### src/hdl/fdbb_pkg.sv
// Package for the frame difference bounding box block.
// Holds the payload and summary structs, the back-end state type and shared constants.
// No dependencies.
`timescale 1ns / 1ps
`default_nettype none

package fdbb_pkg;

  localparam int CFG_W         = 13;
  localparam int CFG_IDX_W     = 1;
  localparam int PIXEL_W       = 32;
  localparam int OUT_POS_W     = 12;
  localparam int POS_MAX_W     = 13;
  localparam int FRAC_W        = 16;
  localparam int RATIO_W       = 17;
  localparam int DIV_W         = POS_MAX_W + FRAC_W;
  localparam int DIV_CNT_W     = $clog2(DIV_W);
  localparam int NUM_LANES     = 4;
  localparam int QUEUE_DEPTH   = 2;

  localparam logic [CFG_W-1:0] RESET_WIDTH  = 13'd640;
  localparam logic [CFG_W-1:0] RESET_HEIGHT = 13'd480;

  typedef enum logic [CFG_IDX_W-1:0] {
    REG_FRAME_WIDTH  = 1'b0,
    REG_FRAME_HEIGHT = 1'b1
  } cfg_reg_t;

  typedef enum logic [1:0] {
    BK_IDLE,
    BK_DIVIDE,
    BK_DONE
  } back_state_t;

  typedef struct packed {
    logic [PIXEL_W-1:0] base_pixel;
    logic [PIXEL_W-1:0] other_pixel;
  } pixel_pair_t;

  typedef struct packed {
    logic               found;
    logic [OUT_POS_W-1:0] box_x;
    logic [OUT_POS_W-1:0] box_y;
    logic [CFG_W-1:0]   box_width;
    logic [CFG_W-1:0]   box_height;
    logic [RATIO_W-1:0] x_ratio;
    logic [RATIO_W-1:0] y_ratio;
    logic [RATIO_W-1:0] box_w_ratio;
    logic [RATIO_W-1:0] box_h_ratio;
  } result_t;

  // One finished frame as handed from the front end to the divider.
  typedef struct packed {
    logic                 found;
    logic [POS_MAX_W-1:0] least_x;
    logic [POS_MAX_W-1:0] least_y;
    logic [POS_MAX_W-1:0] span_x;
    logic [POS_MAX_W-1:0] span_y;
    logic [CFG_W-1:0]     dim_x;
    logic [CFG_W-1:0]     dim_y;
  } summary_t;

  typedef struct packed {
    logic full;
    logic empty;
  } queue_status_t;

endpackage

`default_nettype wire

### src/hdl/fdbb_front.sv
// Front end: configuration registers, raster position counter and box tracking.
// Pushes one frame summary into the queue at the last pixel. Uses fdbb_pkg.
`timescale 1ns / 1ps
`default_nettype none

module fdbb_front #(
  parameter int POS_W   = 12,
  parameter int DIM_CAP = 4096
) (
  input  wire logic                           clk,
  input  wire logic                           rst,
  input  wire logic                           cfg_write,
  input  wire logic [fdbb_pkg::CFG_IDX_W-1:0] cfg_index,
  input  wire logic [fdbb_pkg::CFG_W-1:0]     cfg_data,
  input  wire logic                           pixel_valid,
  input  wire fdbb_pkg::pixel_pair_t          pixel,
  input  wire fdbb_pkg::queue_status_t        q_status,
  output logic                                push,
  output fdbb_pkg::summary_t                  summary
);
  import fdbb_pkg::*;

  localparam logic [CFG_W-1:0] CAP = CFG_W'(DIM_CAP);

  logic [CFG_W-1:0] frame_width;
  logic [CFG_W-1:0] frame_height;
  logic [POS_W-1:0] column;
  logic [POS_W-1:0] row;
  logic             any_diff;
  logic [POS_W-1:0] least_x;
  logic [POS_W-1:0] greatest_x;
  logic [POS_W-1:0] least_y;
  logic [POS_W-1:0] greatest_y;

  logic [CFG_W-1:0] dim_x;
  logic [CFG_W-1:0] dim_y;
  logic [POS_W:0]   column_inc;
  logic [POS_W:0]   row_inc;
  logic             row_end;
  logic             frame_end;
  logic             accept;
  logic             differ;
  logic             any_diff_next;
  logic [POS_W-1:0] least_x_next;
  logic [POS_W-1:0] greatest_x_next;
  logic [POS_W-1:0] least_y_next;
  logic [POS_W-1:0] greatest_y_next;
  logic [POS_W:0]   span_x;
  logic [POS_W:0]   span_y;

  always_comb begin
    dim_x = (frame_width == '0) ? CFG_W'(1) : ((frame_width > CAP) ? CAP : frame_width);
    dim_y = (frame_height == '0) ? CFG_W'(1) : ((frame_height > CAP) ? CAP : frame_height);
  end

  assign column_inc = {1'b0, column} + (POS_W+1)'(1);
  assign row_inc    = {1'b0, row} + (POS_W+1)'(1);
  assign row_end    = (CFG_W+1)'(column_inc) >= {1'b0, dim_x};
  assign frame_end  = row_end && ((CFG_W+1)'(row_inc) >= {1'b0, dim_y});
  assign accept     = pixel_valid && !q_status.full;
  assign differ     = pixel.base_pixel != pixel.other_pixel;

  always_comb begin
    any_diff_next   = any_diff || differ;
    least_x_next    = least_x;
    greatest_x_next = greatest_x;
    least_y_next    = least_y;
    greatest_y_next = greatest_y;
    if (differ) begin
      if (!any_diff) begin
        least_x_next    = column;
        greatest_x_next = column;
        least_y_next    = row;
        greatest_y_next = row;
      end else begin
        if (column < least_x)    least_x_next    = column;
        if (column > greatest_x) greatest_x_next = column;
        if (row < least_y)       least_y_next    = row;
        if (row > greatest_y)    greatest_y_next = row;
      end
    end
    span_x = {1'b0, greatest_x_next} - {1'b0, least_x_next} + (POS_W+1)'(1);
    span_y = {1'b0, greatest_y_next} - {1'b0, least_y_next} + (POS_W+1)'(1);
  end

  assign push = accept && frame_end;

  always_comb begin
    summary.found   = any_diff_next;
    summary.least_x = POS_MAX_W'(least_x_next);
    summary.least_y = POS_MAX_W'(least_y_next);
    summary.span_x  = POS_MAX_W'(span_x);
    summary.span_y  = POS_MAX_W'(span_y);
    summary.dim_x   = dim_x;
    summary.dim_y   = dim_y;
  end

  always_ff @(posedge clk) begin
    if (rst) begin
      frame_width  <= RESET_WIDTH;
      frame_height <= RESET_HEIGHT;
      column       <= '0;
      row          <= '0;
      any_diff     <= 1'b0;
      least_x      <= '0;
      greatest_x   <= '0;
      least_y      <= '0;
      greatest_y   <= '0;
    end else begin
      if (cfg_write) begin
        case (cfg_index)
          REG_FRAME_WIDTH:  frame_width  <= cfg_data;
          REG_FRAME_HEIGHT: frame_height <= cfg_data;
          default: ;
        endcase
      end
      if (accept) begin
        if (frame_end) begin
          column     <= '0;
          row        <= '0;
          any_diff   <= 1'b0;
          least_x    <= '0;
          greatest_x <= '0;
          least_y    <= '0;
          greatest_y <= '0;
        end else begin
          any_diff   <= any_diff_next;
          least_x    <= least_x_next;
          greatest_x <= greatest_x_next;
          least_y    <= least_y_next;
          greatest_y <= greatest_y_next;
          if (row_end) begin
            column <= '0;
            row    <= POS_W'(row_inc);
          end else begin
            column <= POS_W'(column_inc);
          end
        end
      end
    end
  end

endmodule

`default_nettype wire

### src/hdl/fdbb_queue.sv
// Short queue of frame summaries between the front end and the divider.
// Uses fdbb_pkg for the summary struct and its depth.
`timescale 1ns / 1ps
`default_nettype none

module fdbb_queue (
  input  wire logic                    clk,
  input  wire logic                    rst,
  input  wire logic                    push,
  input  wire fdbb_pkg::summary_t      push_data,
  input  wire logic                    pop,
  output fdbb_pkg::summary_t           pop_data,
  output fdbb_pkg::queue_status_t      status
);
  import fdbb_pkg::*;

  localparam int PTR_W = $clog2(QUEUE_DEPTH);
  localparam int CNT_W = $clog2(QUEUE_DEPTH + 1);

  summary_t         entries [QUEUE_DEPTH];
  logic [PTR_W-1:0] wr_ptr;
  logic [PTR_W-1:0] rd_ptr;
  logic [CNT_W-1:0] count;

  assign status.full  = count == CNT_W'(QUEUE_DEPTH);
  assign status.empty = count == '0;
  assign pop_data     = entries[rd_ptr];

  always_ff @(posedge clk) begin
    if (push) begin
      entries[wr_ptr] <= push_data;
    end
  end

  always_ff @(posedge clk) begin
    if (rst) begin
      wr_ptr <= '0;
      rd_ptr <= '0;
      count  <= '0;
    end else begin
      if (push) begin
        wr_ptr <= (wr_ptr == PTR_W'(QUEUE_DEPTH - 1)) ? '0 : wr_ptr + PTR_W'(1);
      end
      if (pop) begin
        rd_ptr <= (rd_ptr == PTR_W'(QUEUE_DEPTH - 1)) ? '0 : rd_ptr + PTR_W'(1);
      end
      case ({push, pop})
        2'b10:   count <= count + CNT_W'(1);
        2'b01:   count <= count - CNT_W'(1);
        default: ;
      endcase
    end
  end

endmodule

`default_nettype wire

### src/hdl/fdbb_back.sv
// Back end: four restoring dividers, one quotient bit per cycle each, and the result register.
// Takes frame summaries from the queue. Uses fdbb_pkg.
`timescale 1ns / 1ps
`default_nettype none

module fdbb_back (
  input  wire logic                    clk,
  input  wire logic                    rst,
  input  wire fdbb_pkg::queue_status_t q_status,
  input  wire fdbb_pkg::summary_t      summary,
  output logic                         pop,
  output logic                         result_valid,
  input  wire logic                    result_stall,
  output fdbb_pkg::result_t            result
);
  import fdbb_pkg::*;

  back_state_t          state;
  back_state_t          state_next;
  logic [DIV_CNT_W-1:0] step;
  logic                 load_out;
  summary_t             held;

  logic [DIV_W-1:0]     quot      [NUM_LANES];
  logic [POS_MAX_W-1:0] rem       [NUM_LANES];
  logic [CFG_W-1:0]     den       [NUM_LANES];
  logic [POS_MAX_W-1:0] load_num  [NUM_LANES];
  logic [CFG_W-1:0]     load_den  [NUM_LANES];
  logic [POS_MAX_W:0]   trial     [NUM_LANES];
  logic                 fits      [NUM_LANES];
  logic [POS_MAX_W:0]   trial_sub [NUM_LANES];

  always_comb begin
    load_num[0] = summary.least_x;  load_den[0] = summary.dim_x;
    load_num[1] = summary.least_y;  load_den[1] = summary.dim_y;
    load_num[2] = summary.span_x;   load_den[2] = summary.dim_x;
    load_num[3] = summary.span_y;   load_den[3] = summary.dim_y;
  end

  // The partial remainder stays below the divisor, so one extra bit holds the trial value.
  always_comb begin
    for (int i = 0; i < NUM_LANES; i++) begin
      trial[i]     = {rem[i], quot[i][DIV_W-1]};
      fits[i]      = trial[i] >= {1'b0, den[i]};
      trial_sub[i] = trial[i] - {1'b0, den[i]};
    end
  end

  always_ff @(posedge clk) begin
    if (rst) begin
      state <= BK_IDLE;
    end else begin
      state <= state_next;
    end
  end

  always_comb begin
    state_next = state;
    pop        = 1'b0;
    load_out   = 1'b0;
    case (state)
      BK_IDLE: begin
        if (!q_status.empty) begin
          pop        = 1'b1;
          state_next = BK_DIVIDE;
        end
      end
      BK_DIVIDE: begin
        if (step == DIV_CNT_W'(DIV_W - 1)) begin
          state_next = BK_DONE;
        end
      end
      BK_DONE: begin
        if (!result_valid || !result_stall) begin
          load_out   = 1'b1;
          state_next = BK_IDLE;
        end
      end
      default: state_next = BK_IDLE;
    endcase
  end

  always_ff @(posedge clk) begin
    if (pop) begin
      held <= summary;
      step <= '0;
      for (int i = 0; i < NUM_LANES; i++) begin
        quot[i] <= {load_num[i], FRAC_W'(0)};
        rem[i]  <= '0;
        den[i]  <= load_den[i];
      end
    end else if (state == BK_DIVIDE) begin
      step <= step + DIV_CNT_W'(1);
      for (int i = 0; i < NUM_LANES; i++) begin
        quot[i] <= {quot[i][DIV_W-2:0], fits[i]};
        rem[i]  <= fits[i] ? POS_MAX_W'(trial_sub[i]) : POS_MAX_W'(trial[i]);
      end
    end
  end

  always_ff @(posedge clk) begin
    if (rst) begin
      result_valid <= 1'b0;
    end else if (load_out) begin
      result_valid <= 1'b1;
    end else if (!result_stall) begin
      result_valid <= 1'b0;
    end
  end

  always_ff @(posedge clk) begin
    if (load_out) begin
      if (held.found) begin
        result.found       <= 1'b1;
        result.box_x       <= held.least_x[OUT_POS_W-1:0];
        result.box_y       <= held.least_y[OUT_POS_W-1:0];
        result.box_width   <= CFG_W'(held.span_x);
        result.box_height  <= CFG_W'(held.span_y);
        result.x_ratio     <= quot[0][RATIO_W-1:0];
        result.y_ratio     <= quot[1][RATIO_W-1:0];
        result.box_w_ratio <= quot[2][RATIO_W-1:0];
        result.box_h_ratio <= quot[3][RATIO_W-1:0];
      end else begin
        result <= '0;
      end
    end
  end

endmodule

`default_nettype wire

### src/hdl/frame_diff_bounding_box.sv
// Frame difference bounding box. Throughput: one pixel pair per cycle while the summary
// queue has room. Each frame result passes through a load step, the division steps of the
// four shared-clock restoring dividers and an output step, which waits while the result is
// stalled. Frames that arrive faster than the divider finishes them stall the input when the
// two-entry queue fills. Synchronous active-high reset restores 640 x 480 and clears tracking.
`timescale 1ns / 1ps
`default_nettype none

module frame_diff_bounding_box #(
  parameter int MAX_DIM = 4096
) (
  input  wire logic                           clk,
  input  wire logic                           rst,
  input  wire logic                           cfg_write,
  input  wire logic [fdbb_pkg::CFG_IDX_W-1:0] cfg_index,
  input  wire logic [fdbb_pkg::CFG_W-1:0]     cfg_data,
  input  wire logic                           pixel_valid,
  output logic                                pixel_stall,
  input  wire fdbb_pkg::pixel_pair_t          pixel,
  output logic                                result_valid,
  input  wire logic                           result_stall,
  output fdbb_pkg::result_t                   result
);
  import fdbb_pkg::*;

  // Configured dimensions are 13 bits wide, so positions never need more than 13 bits.
  localparam int DIM_LIMIT = (1 << CFG_W) - 1;
  localparam int DIM_CAP   = (MAX_DIM > DIM_LIMIT) ? DIM_LIMIT : MAX_DIM;
  localparam int POS_W     = ($clog2(MAX_DIM) > POS_MAX_W) ? POS_MAX_W : $clog2(MAX_DIM);

  logic          push;
  logic          pop;
  summary_t      push_data;
  summary_t      pop_data;
  queue_status_t q_status;

  assign pixel_stall = q_status.full;

  fdbb_front #(
    .POS_W   (POS_W),
    .DIM_CAP (DIM_CAP)
  ) u_front (
    .clk         (clk),
    .rst         (rst),
    .cfg_write   (cfg_write),
    .cfg_index   (cfg_index),
    .cfg_data    (cfg_data),
    .pixel_valid (pixel_valid),
    .pixel       (pixel),
    .q_status    (q_status),
    .push        (push),
    .summary     (push_data)
  );

  fdbb_queue u_queue (
    .clk       (clk),
    .rst       (rst),
    .push      (push),
    .push_data (push_data),
    .pop       (pop),
    .pop_data  (pop_data),
    .status    (q_status)
  );

  fdbb_back u_back (
    .clk          (clk),
    .rst          (rst),
    .q_status     (q_status),
    .summary      (pop_data),
    .pop          (pop),
    .result_valid (result_valid),
    .result_stall (result_stall),
    .result       (result)
  );

`ifndef NO_ASSERTIONS
  a_reset_clears : assert property (@(posedge clk)
    rst |=> !result_valid && q_status.empty)
    else $error("result or queue not cleared by reset");

  a_pop_not_empty : assert property (@(posedge clk) disable iff (rst)
    pop |-> !q_status.empty)
    else $error("divider took a summary from an empty queue");

  a_found_box : assert property (@(posedge clk) disable iff (rst)
    result_valid && result.found |-> result.box_width != '0 && result.box_height != '0)
    else $error("found result with an empty box");

  a_none_zero : assert property (@(posedge clk) disable iff (rst)
    result_valid && !result.found |-> result.box_x == '0 && result.box_y == '0 &&
      result.box_width == '0 && result.box_height == '0 && result.x_ratio == '0 &&
      result.y_ratio == '0 && result.box_w_ratio == '0 && result.box_h_ratio == '0)
    else $error("empty result carries non-zero fields");
`endif

endmodule

`default_nettype wire

### config.mk
export PLATFORM = sky130hd
export DESIGN_NAME = frame_diff_bounding_box
export DESIGN_NICKNAME = d
export VERILOG_FILES = /design/src/hdl/fdbb_pkg.sv /design/src/hdl/fdbb_front.sv /design/src/hdl/fdbb_queue.sv /design/src/hdl/fdbb_back.sv /design/src/hdl/frame_diff_bounding_box.sv
export SDC_FILE = /design/constraint.sdc
export NUM_CORES = 1
export LEC_CHECK = 0
export BUFFER_PORTS_ARGS = -buffer_cell sky130_fd_sc_hd__buf_2
export CAP_MARGIN = 40
export CORE_AREA = 10 10 358 360
export CTS_BUF_LIST = sky130_fd_sc_hd__clkbuf_16
export DETAILED_ROUTE_END_ITERATION = 10
export DIE_AREA = 0 0 368 370
export PLACE_DENSITY = 0.39
export SLEW_MARGIN = 5
export SYNTH_ARGS = -nofsm -noshare
export SYNTH_HDL_FRONTEND = slang
export SYNTH_SLANG_ARGS = --single-unit
### constraint.sdc
create_clock -name clk -period 30.2 [get_ports clk]
set_input_delay 0 -clock clk [delete_from_list [all_inputs] [get_ports clk]]
set_output_delay 0 -clock clk [all_outputs]
set_load 0.02 [all_outputs]
After elaboration in Yosys (flattened, before gate mapping):

Memories as Yosys holds them, arrays and structs flattened. A register that Yosys moved wholly into a read port is not among the register bits.
Cells that the tools add are included.

* add/subtract/negate cells: 15
* order comparisons: 12
* equality and inequality tests: 11
* multiplexer cells: 60
* bitwise logic cells: 9
* reductions and logical operators: 18

Operator list (count)
* two-way mux 12 bit: 20
* two-way mux 13 bit: 12
* two-way mux 119 bit: 1
* two-way mux 29 bit: 4
* greater-or-equal comparator 14 x 13 -> 1 bit: 4
* subtractor 13 bit: 4
* inequality test 32 bit: 1
* adder 12 x 1 -> 13 bit (second input constant): 2
* adder 13 x 1 -> 13 bit (second input constant): 2
* greater-or-equal comparator 13 bit: 2
* greater-than comparator 13 bit (second input constant): 2
* logical NOT 13 bit: 2
* subtractor 12 x 12 -> 13 bit: 2
* greater-than comparator 12 bit: 2
* less-than comparator 12 bit: 2
* two-way mux 1 bit: 18
* bitwise OR 1 bit: 8
* == test 2 bit (second input constant): 3
* two-way mux 2 bit: 3
* inequality test 2 x 1 -> 1 bit (second input constant): 3
* case mux 2 bit (3 select lines): 1
* AND reduction 2 bit: 3
* adder 5 x 1 -> 5 bit (second input constant): 1
* == test 5 bit (second input constant): 1
* other kinds (13): 22

* register bits: 281
* RAM bits: 374
* bits of input ports: 83
* logic and storage cells: 158
* memories kept: 4

Memory list
* u_queue.entries: depth 2, bits a word 77, rd ports 1, clocked after memory_dff 1, wr ports 1, line fdbb_queue.sv:20 `summary_t entries [QUEUE_DEPTH];`
* u_back.quot: depth 4, bits a word 29, rd ports 4, clocked after memory_dff 0, wr ports 4, line fdbb_back.sv:24 `logic [DIV_W-1:0] quot [NUM_LANES];`
* u_back.den: depth 4, bits a word 13, rd ports 4, clocked after memory_dff 0, wr ports 4, line fdbb_back.sv:26 `logic [CFG_W-1:0] den [NUM_LANES];`
* u_back.rem: depth 4, bits a word 13, rd ports 4, clocked after memory_dff 0, wr ports 4, line fdbb_back.sv:25 `logic [POS_MAX_W-1:0] rem [NUM_LANES];`

Logic depth before layout (Yosys ltp):

* depth in word-level cells: 8
* gate-level depth with buffers: 22
* depth with buffers taken out: 21

Cells and area by module:

Synthesis repeated with hierarchy kept, for this count alone.

* cell total of the unflattened synthesis: 2514
* area total of the unflattened synthesis: 30728.2 µm²

Modules (own cells, without submodules)
* fdbb_back: instances 1, cells an instance 1227, area an instance 16328.2 µm², seq. area each 11090.6 µm²
* fdbb_front: instances 1, cells an instance 1019, area an instance 8503.2 µm², seq. area each 1981.9 µm²
* fdbb_queue: instances 1, cells an instance 268, area an instance 5896.9 µm², seq. area each 4844.6 µm²

Worst setup path after synthesis:

OpenSTA, ideal clock, no wires.

* path kind: register to register
* from: register u_queue.count[0]
* to: memory u_back.quot[0][0] (netlist name), enable pin
* arrival: 10.277 ns
* path slack: 19.374 ns
* cell stages (with the launch flop): 4
* path buffers: 0
* period minus slack after synthesis: 10.826 ns
* path through: dfxtp_1 > nor2_1 > nor3_1 > nand2b_1

RTL lines
* start, declared: line fdbb_queue.sv:23 `logic [CNT_W-1:0] count;`
* start signal, assigned: line fdbb_queue.sv:48 `2'b10: count <= count + CNT_W'(1);`
* start signal, assigned: line fdbb_queue.sv:49 `2'b01: count <= count - CNT_W'(1);`
* end, declared: line fdbb_back.sv:24

==> summary.md <==
| Metric | Value |
|---|---|
| Clock Latency Late Sink | 630 ps |
| Maxcap violations | 0 |
| IO Port Bufs | 203 |
| Core area | 121000 um2 |
| Vias in the first global route | 19936 |
| WL final | 78000 um |
| Layout area overhead | 19.1% |
| Initial antenna violation count | 0 |
| Net count, final | 3011 |
| Main combinational cell family by area after synthesis | simple AND/OR/NAND/NOR gates |
| # DRC | 0 |
| Startpoint Class | register |
| Critical path class | register to register |
| Worst Setup SP | u_front.column[0] |
| Sequential area share after synthesis | 0.592 |
| CTS tree | built |
| Final-report setup violation count | 0 |
| Critical path destination | u_queue.entries[1][50] |
| Pleak | 13.5 nW |
| Final core utilization | 0.296 |
| Dpl ws | 25020 ps |
| Initial Util | 0.248 |
| Synth top area cells | edfxtp_1 (52%), dfxtp_1 (7.5%), ha_1 (7.3%), and2_1 (4.0%), nor2_1 (3.6%) |
| Slew headroom | 0.455 |
| Reg2Reg Setup Slack | 24990 ps |
| Synth async-reset ratio | 0 |
| R2R Path Start | u_front.column[0] |
| CTS clk-pin slew, worst paths | 60 ps |
| Worst Slack Setup Final | 24990 ps |
| Hold_ws | 162 ps |
| Post-synth EDFFs | 518 |
| Post-synthesis xor/xnor area fraction | 0.0314 |
| Simple-Gate Fraction of Synth Area | 0.138 |
| Distinct cells, synth | 76 |
| F_max | 192 MHz |
| Worst Tran Pin Value | 814 ps |
| Clock sinks | 630 |
| # diodes | 0 |
| Full die area | 136000 um2 |
| Grt ovf | 0 |
| Routability Congestion | 0.774 |
| Depth of the most critical reg-to-reg path | 20 |
| Slew Limit Fails | 0 |
| Vias/cell | 4.33 |
| Prevailing post-synth register cell | edfxtp_1 |
| Routed via count | 19170 |
| CTS max path bufs | 3 |
| Total power | 1.86 mW |
| Status | completed |
| Final Hold Violating Endpoints | 0 |
| IO Count | 204 |
| Power Dens Cells | 52.0 nW/um2 |
| H-tree depth | 3 |
| YS warnings | 0 |
| Crit path time final | 5210 ps |
| First-pass GRT wire length | 121000 um |
| GRT Util Overall | 0.113 |
| Arr. time, crit path | 5670 ps |
| Synth Area per Inst | 12.0 um2 |
| Post-synthesis net count | 2766 |
| First-pass iteration count of the detailed router | 5 |
| Tcrit/Tclk final | 0.172 |
| Post-synthesis adder-cell area fraction | 0.0768 |
| Clk_skew | 31.5 ps |
| Worst flop-to-flop path endpoint | u_queue.entries[1][50] |
| Routed Antenna Nets | 0 |
| CTS Buf Count | 75 |
| Post-DP HPWL | 56000 um |
| Die Y-Extent | 370 um |
| Wire per inst | 17.6 um |
| Share of layout cells above drive strength 1 | 0.158 |
| Mapped Cells | 2502 |
| CP Data Required Time | 30670 ps |
| Pin count of the biggest net entering global routing | 71 |
| Post_cts resized | 0 |
| Cell Rows | 128 |
| Leading area contributor after synthesis | edfxtp_1 |
| Clk root buf | clkbuf_16 |
| Initial DRC count | 954 |
| Crit end category | register |
| Setup tns final | 0 ps |
| Synth Area in Compound Gates | 0.0789 |
| Hold Crit Class | input port to register |
| Number of fill cells | 12448 |
| RSZ-0062 raised after global routing | false |
| Synth top area share | 0.517 |
| Die width | 368 um |
| Crit-path max FO | 10 |
| Post-synthesis mux area share | 0.0497 |
| Synth Register Bits | 630 |
| Mapped cell area | 30100 um2 |
| Max IR drop VDD | 32.6 uV |
## synth_stat cells (20+ instances only)
cell	instances
and2_1	192
dfxtp_1	112
mux2_2	82
edfxtp_1	518
nor3_1	34
a21oi_1	77
nand4_1	21
nor2b_1	25
o21ai_0	66
xnor2_1	46
o21a_1	22
mux2i_1	57
inv_1	155
nor2_1	289
ha_1	175
a21o_1	20
nand3_1	26
nand2_1	163
a22o_1	48
and3_1	21
clkbuf_1	78
xor2_1	62
## kinds of logic after synthesis
group / count (synthesis)
multiplexers: 139
flip-flops: 630
XOR/XNOR: 108
buffers and inverters: 260
adder cells (fa/ha/maj): 181
AND/OR/NAND/NOR: 846
AO/OA/AOI/OAI: 338
## worst min path at each step
| stage | endpoint | start | depth (start not counted) | slack (ps) |
|---|---|---|---|---|
| after floorplan | u_front.frame_height[5] | cfg_data[5] | 2 | 120 |
| after global placement | u_front.frame_height[8] | cfg_data[8] | 3 | 240 |
| after detailed placement | u_front.frame_height[8] | cfg_data[8] | 3 | 250 |
| after CTS | u_front.column[9] | pixel_valid | 6 | 90 |
| after global routing | u_front.column[8] | pixel_valid | 6 | 170 |
| final | u_front.column[9] | pixel_valid | 6 | 160 |
## stage by stage
step	cells	cell area, um2
2_1_floorplan	2502	30100
3_3_place_gp	4246	32900
3_5_place_dp	4257	33100
4_1_cts	4430	35800
5_1_grt	4430	35800
6_report	4430	35800
## power by group
part	internal [mW]	switching, mW
clock network	0.490	0.364
logic	0.0267	0.0398
registers	0.936	0.00436
## cells in the final DEF, fill, tap and decap left out, types with 5 or more instances in the layout
| cell | synthesis | layout |
|---|---|---|
| nand3_1 | 26 | 26 |
| and3_1 | 21 | 21 |
| a21oi_2 | 8 | 8 |
| xor2_1 | 62 | 62 |
| a31oi_1 | 9 | 9 |
| dlygate4sd3_1 | 0 | 38 |
| buf_16 | 0 | 5 |
| inv_1 | 155 | 175 |
| clkinv_1 | 0 | 25 |
| nor3_1 | 34 | 31 |
| nand2b_1 | 8 | 6 |
| nand4_1 | 21 | 21 |
| buf_2 | 15 | 203 |
| a21o_1 | 20 | 20 |
| o21a_1 | 22 | 22 |
| mux2i_1 | 57 | 57 |
| xnor2_1 | 46 | 46 |
| nand2_1 | 163 | 163 |
| clkbuf_16 | 0 | 76 |
| ha_1 | 175 | 175 |
| a22o_1 | 48 | 48 |
| fa_1 | 6 | 6 |
| o211ai_1 | 15 | 15 |
| edfxtp_1 | 518 | 518 |
| a211oi_1 | 13 | 13 |
| a22oi_1 | 5 | 5 |
| buf_4 | 1 | 21 |
| a211o_1 | 5 | 5 |
| dfxtp_1 | 112 | 111 |
| and2_1 | 192 | 192 |
| a21oi_1 | 77 | 76 |
| nor2b_1 | 25 | 24 |
| o21ai_0 | 66 | 66 |
| mux2_2 | 82 | 82 |
| or3_1 | 17 | 17 |
| nor4_1 | 18 | 18 |
| nand3b_1 | 16 | 16 |
| nor2_1 | 289 | 287 |
| o31a_1 | 5 | 5 |
## routing by layer
metal  vias to the layer above  part of all wire  wire length (um)  GRT usage
li1                       9409                 -                 -          -
met1                      9266              0.46             35800      0.147
met2                       388              0.47             36600      0.186
met3                       107             0.044              3430     0.0220
met4                         0             0.027              2090     0.0362
met5                         -                 0                 0          0
## final cells by class
class	instances	area, um2	share of cell area
sequential	630	17800	0.497
multi-input combinational	1612	11300	0.316
tap	1625	2030	0.0568
clock buffer	76	1900	0.0531
timing repair buffer	273	1780	0.0497
inverter	155	582	0.0162
clock inverter	59	399	0.0111
## what timing repair did
action / 4_1_cts / 5_1_grt
hold buffers: 38 / 0
hold endpoints to repair: 32 / 0
buffers inserted: 0 / 0
endpoints found under the setup margin: 0 / 0
## state kept, by name, summed over array words and instances, names as in the netlist, named ones only
signal and flops:
u_front.column 12, u_queue.wr_ptr 1, u_front.least_x 12, u_back.result_valid 1, u_queue.count 2, u_front.row 12, u_front.frame_width 13, u_front.least_y 12
u_back.den 26, u_back.result 119, u_front.frame_height 13, u_back.held 51, u_back.quot 116, u_back.state 2, u_front.any_diff 1, u_back.rem 52
u_front.greatest_y 12, u_front.greatest_x 12, u_queue.rd_ptr 1, u_queue.entries 154, u_back.step 5
## critical path, cell delays in order (launching register included)
cell and delay [ps]:
dfxtp_1 540, inv_1 110, ha_1 200, nor2b_1 100
o211ai_1 90, a211o_1 260, o2111a_1 130, nor3_2 530
buf_6 220, buf_4 160, mux2_2 370, ha_1 190
ha_1 210, fa_1 410, a21o_1 190, a21oi_1 220
o21bai_1 100, a21oi_1 240, o21ai_0 210, or4_1 430
nand3_1 110
No activity file was read; power rests on OpenSTA's default activity.
